===== src/rtl/mdt_pkg.sv =====
// Shared types and constants for the Manhattan distance transform block.
// Holds the item and result payloads and the controller/datapath interface.
// Depends on nothing.
`default_nettype none

package mdt_pkg;

  // Default store dimensions, handed to the top level as parameter defaults.
  localparam int DEF_MAX_ROWS = 64;
  localparam int DEF_MAX_COLS = 64;

  localparam int DIST_W = 7;
  localparam int CFG_W  = 7;

  // Item kinds.
  localparam logic [1:0] KIND_LOAD    = 2'd0;
  localparam logic [1:0] KIND_COMPUTE = 2'd1;
  localparam logic [1:0] KIND_READ    = 2'd2;

  // Configuration register indexes.
  localparam logic CFG_ROWS = 1'b0;
  localparam logic CFG_COLS = 1'b1;

  localparam logic [CFG_W-1:0] CFG_DIM_RESET = 7'd64;

  typedef struct packed {
    logic [1:0] kind;
    logic [5:0] row;
    logic [5:0] col;
    logic       cell_bit;
  } item_t;

  typedef struct packed {
    logic [DIST_W-1:0] distance;
    logic              none_found;
  } result_t;

  // Commands from the controller to the datapath.
  typedef struct packed {
    logic load;
    logic read;
    logic fwd_init;
    logic fwd_wr;
    logic bwd_init;
    logic bwd_rd;
    logic bwd_wr;
  } cmd_t;

  // Scan position status from the datapath to the controller.
  typedef struct packed {
    logic col_end;
    logic row_end;
  } status_t;

endpackage

`default_nettype wire


===== src/rtl/mdt_ctrl.sv =====
// Controller state machine: decodes accepted items and sequences the two
// raster passes of a compute. Depends on mdt_pkg.
`default_nettype none

module mdt_ctrl
  import mdt_pkg::*;
(
  input  wire logic       clk,
  input  wire logic       rst,
  input  wire logic       start,
  input  wire logic [1:0] kind,
  input  wire status_t    status,
  output logic            busy,
  output cmd_t            cmd
);

  localparam logic [2:0] S_IDLE  = 3'd0;
  localparam logic [2:0] S_FRD   = 3'd1;
  localparam logic [2:0] S_FWR   = 3'd2;
  localparam logic [2:0] S_BINIT = 3'd3;
  localparam logic [2:0] S_BRD   = 3'd4;
  localparam logic [2:0] S_BWR   = 3'd5;

  logic [2:0] state;
  logic [2:0] state_next;
  logic       accept;

  assign busy   = (state != S_IDLE);
  assign accept = start && (state == S_IDLE);

  always_comb begin
    state_next = state;
    cmd        = '0;
    case (state)
      S_IDLE: begin
        cmd.load     = accept && (kind == KIND_LOAD);
        cmd.read     = accept && (kind == KIND_READ);
        cmd.fwd_init = accept && (kind == KIND_COMPUTE);
        if (cmd.fwd_init) begin
          state_next = S_FRD;
        end
      end
      S_FRD: begin
        state_next = S_FWR;
      end
      S_FWR: begin
        cmd.fwd_wr = 1'b1;
        state_next = (status.col_end && status.row_end) ? S_BINIT : S_FRD;
      end
      S_BINIT: begin
        cmd.bwd_init = 1'b1;
        state_next   = S_BRD;
      end
      S_BRD: begin
        cmd.bwd_rd = 1'b1;
        state_next = S_BWR;
      end
      S_BWR: begin
        cmd.bwd_wr = 1'b1;
        state_next = (status.col_end && status.row_end) ? S_IDLE : S_BRD;
      end
      default: begin
        state_next = S_IDLE;
      end
    endcase
  end

  always_ff @(posedge clk) begin
    if (rst) begin
      state <= S_IDLE;
    end else begin
      state <= state_next;
    end
  end

endmodule

`default_nettype wire


===== config.mk =====
export PLATFORM = sky130hd
export DESIGN_NAME = mdt_ctrl
export DESIGN_NICKNAME = d
export VERILOG_FILES = /design/src/rtl/mdt_pkg.sv /design/src/rtl/mdt_ctrl.sv
export SDC_FILE = /design/constraint.sdc
export NUM_CORES = 1
export LEC_CHECK = 0
export ABC_CLOCK_PERIOD_IN_PS = 2800
export BUFFER_PORTS_ARGS = -buffer_cell sky130_fd_sc_hd__buf_2
export CELL_PAD_IN_SITES_DETAIL_PLACEMENT = 0
export CELL_PAD_IN_SITES_GLOBAL_PLACEMENT = 1
export CORE_AREA = 2 2 39 41
export DETAILED_ROUTE_END_ITERATION = 8
export DIE_AREA = 0 0 41 43
export GPL_ROUTABILITY_DRIVEN = 0
export MAX_ROUTING_LAYER = met4
export PLACE_DENSITY_LB_ADDON = 0.05
export SETUP_SLACK_MARGIN = 0.2
export SKIP_LAST_GASP = 1
export SLEW_MARGIN = 20
export SYNTH_ARGS = -nofsm -noshare
export SYNTH_HDL_FRONTEND = slang
export SYNTH_SLANG_ARGS = --single-unit

===== constraint.sdc =====
create_clock -name clk -period 2.8 [get_ports clk]
set_input_delay 0.28 -clock clk [delete_from_list [all_inputs] [get_ports clk]]
set_output_delay 0.28 -clock clk [all_outputs]
set_load 0.1 [all_outputs]

* Word level (Yosys, flattened, before mapping)
Index checks and enable logic that the tools add are counted.
Operators by class: equal/unequal tests 8, muxes and demuxes 9, reductions and logical operators 8
Operator list (count):
- $pmux 3 s6 | 1
- $mux 3 | 3
- $eq 3x2->1 const B | 2
- $eq 3x3->1 const B | 2
- $logic_and 1x1->1 | 5
- $mux 1 | 4
- $eq 3x1->1 const B | 1
- $logic_not 3->1 | 1
- $reduce_bool 3->1 | 1
- $eq 2x1->1 const B | 1
- $eq 2x2->1 const B | 1
- $logic_not 2->1 | 1
- $mux 2 | 1
- $ne 2x1->1 const B | 1
Word-level totals: register bits after elaboration 3, bits of input ports 7, output and inout port bits 8, logic and storage cells 26

* Logic depth before layout (Yosys ltp)
depth in word-level cells 5, depth in mapped cells 3

* Worst setup path after synthesis
No wires, ideal clock.
kind reg2out, start register state[1], end output port cmd[3] (netlist name), data arrival time 2.612 ns, data required time 2.520 ns, path slack -0.092 ns, cell stages (with the launch flop) 3, buffers on the path 1, cell sequence dfxtp_1 > buf_6 > nor3b_1
RTL lines:
- from (decl) | RTL line mdt_ctrl.sv:24 | logic [2:0] state;
- from (signal assigned) | RTL line mdt_ctrl.sv:72 | state <= state_next;
- to (decl) | RTL line mdt_ctrl.sv:14 | output cmd_t cmd

==> results.ini <==
[yosys]
synth_area_sq_um = 238
ys_seq_area_share_pct = 25.3
yosysWarnings = 0
ys_types = 17
synthCells = 25
netlist.area_leader.share_pct = 25.3
yosysTopAreaCell = dfxtp_1
synth_fp_nets = 32
ys_top_cells_by_area = dfxtp_1 25%, nor4b_4 20%, nor2_1 6.3%, nor3b_1 6.3%, buf_6 4.7%
ys_ff_latch = 3
avgSynthCellArea_sq_um = 9.51

[timing]
fin_crit_ns = 2.04
clock_skew_ns = 0.00125
finalHoldViolCount = 0
fin_tns_setup_ns = 0
max_freq_ghz = 0.490
relSlewSlack_pct = 67.6
slew_viol_final = 0
fin_hold_ws_ns = 0.322
worst_slew_pin_slew_ns = 0.490
min_period_over_period_pct = 72.8
finalSetupViolCount = 0
rsz0062_at_grt = false

[setup_path]
cp-end-kind = output pin
critPathKind = register to output pin
cp-start-kind = register
critPathMaxFanout = 10
critPathArrivalTime_ns = 1.76
required_ns = 2.52

[layout]
largest_reg_flops = 3
num_antenna_cells = 0
top_register = state
nNetsFinal = 50
syn2layout_area_growth_pct = 48.4
drive_gt1_share_pct = 52.4
reg.largest.list = state: 3 flops

[cts]
cts_resized = 0
htreeDepth = 1
worstSkewPairLatency_ns = 0.23
ctsLongestPathBuffers = 2
path_clk_slew_ns = 0.04
cts_setup_buffers = 0
clock-sinks = 3
postCtsHoldBufs = 0
cts_made_buffers = 3
cts_root_buffer = clkbuf_4
cts_tree = yes

[power_and_ir_drop]
ir_drop_mv = 0.114
leakage_nw = 0.174
power.density_nw_per_um2 = 488

[grt]
grt_pass1_wl_microns = 897
antenna_found_initial = 0
grt_max_degree = 11
overflow = 0
grt_pass1_vias = 211
track_usage_pct = 7.71

[routing]
routed_via_density = 4.28
post-route-drc-count = 0
final_antenna_net_count = 0
drt_wl_total_microns = 558
vias = 248
routedWlPerCell_microns = 9.62
drt-initial-drc-count = 5
drt_first_pass_iters = 4

[status]
status = finished clean

[die]
initial_core_util_pct = 17.2
dieArea_sq_um = 1760
ioPinCount = 15
die_w_microns = 41
core-area_sq_um = 1380
die_h_microns = 43
num_rows = 14

[placed_design]
dp_hpwl_microns = 443
port_buffers = 14

[flow_run]
maxCapViolCount = 0

[hold_path]
hp-class = input pin to register

report_power, final:
| group | internal (W) | switching (W) |
|---|---|---|
| sequential | 0.0000442 | 0.00000277 |
| combinational | 0.0000130 | 0.0000369 |
| clock | 0.0000534 | 0.0000219 |
| total | 0.000111 | 0.0000615 |
logic make-up after synthesis:
logic type / Yosys count / synth area share (%)
compound gates: 4 / 13.2
buf+inv: 3 / 7.90
flops: 3 / 25.3
simple gates: 15 / 53.7
synthesized netlist by cell type (all sizes together):
library cell,count
and3,1
nand2b,1
a32o,1
nor4b,2
dfxtp,3
a21boi,1
or3,1
nor3,1
a211o,1
nand3,1
nand4b,1
nor3b,2
a21oi,1
buf,1
nor2,4
nand3b,1
inv,2
worst max-delay path, stage by stage, from the launching register on:
cell	delay [ns]
dfxtp_1	0.39
or3_4	0.46
nor4b_4	0.21
buf_2	0.46
routing by layer:
metal | share of wire [%] | GRT usage [%] | vias to the layer above | wire length [microns]
li1 | - | - | 126 | -
met1 | 38 | 8.97 | 113 | 214
met2 | 55 | 11.9 | 7 | 306
met3 | 3.8 | 0 | 2 | 21
met4 | 2.9 | 6.00 | 0 | 16
met5 | 0 | - | - | 0
per-stage QoR:
| stage | cell area [sq um] | utilization, % | power [W] | instances | setup WS [ns] |
|---|---|---|---|---|---|
| after floorplan | 248 | - | 0.0000866 | 25 | 0.223 |
| after global placement | 327 | 23.6 | 0.0000974 | 54 | 1.03 |
| after detailed placement | 327 | 23.6 | 0.0000977 | 54 | 1.01 |
| after CTS | 353 | 25.5 | 0.000176 | 58 | 0.752 |
| after global routing | 353 | 25.5 | 0.000182 | 58 | 0.683 |
| final | 353 | 25.5 | 0.000172 | 58 | 0.761 |
final timing paths:
kind,startpoint,end,slack (ns),cells past startpoint
worst max-delay path,state[1]$_SDFFE_PP0P_,cmd[5],0.76,3
worst min-delay path,rst,state[0]$_SDFFE_PP0P_,0.32,3
worst max register to register,state[0]$_SDFFE_PP0P_,state[2]$_SDFFE_PP0P_,1.88,2
worst min register to register,state[2]$_SDFFE_PP0P_,state[0]$_SDFFE_PP0P_,0.58,2
layout by cell type, fill, tap and decap left out, drive strengths merged:
cell    instances
buf            14
or3             1
nand3b          1
a21oi           1
nor4b           2
nor3            1
a211o           1
dfxtp           3
nor3b           2
nand3           1
inv             2
a32o            1
clkbuf          4
nor2            4
nand4b          1
a21boi          1
and3            1
nand2b          1
area by class of cell:
type	count	area, sq um
fillers	158	1030
multi-input cells	19	169
repair buffers	14	70.1
flip-flops and latches	3	60.1
clock buffers	4	26.3
well taps	16	20.0
inverters	2	7.51
Power figures use the tool's default switching activity.
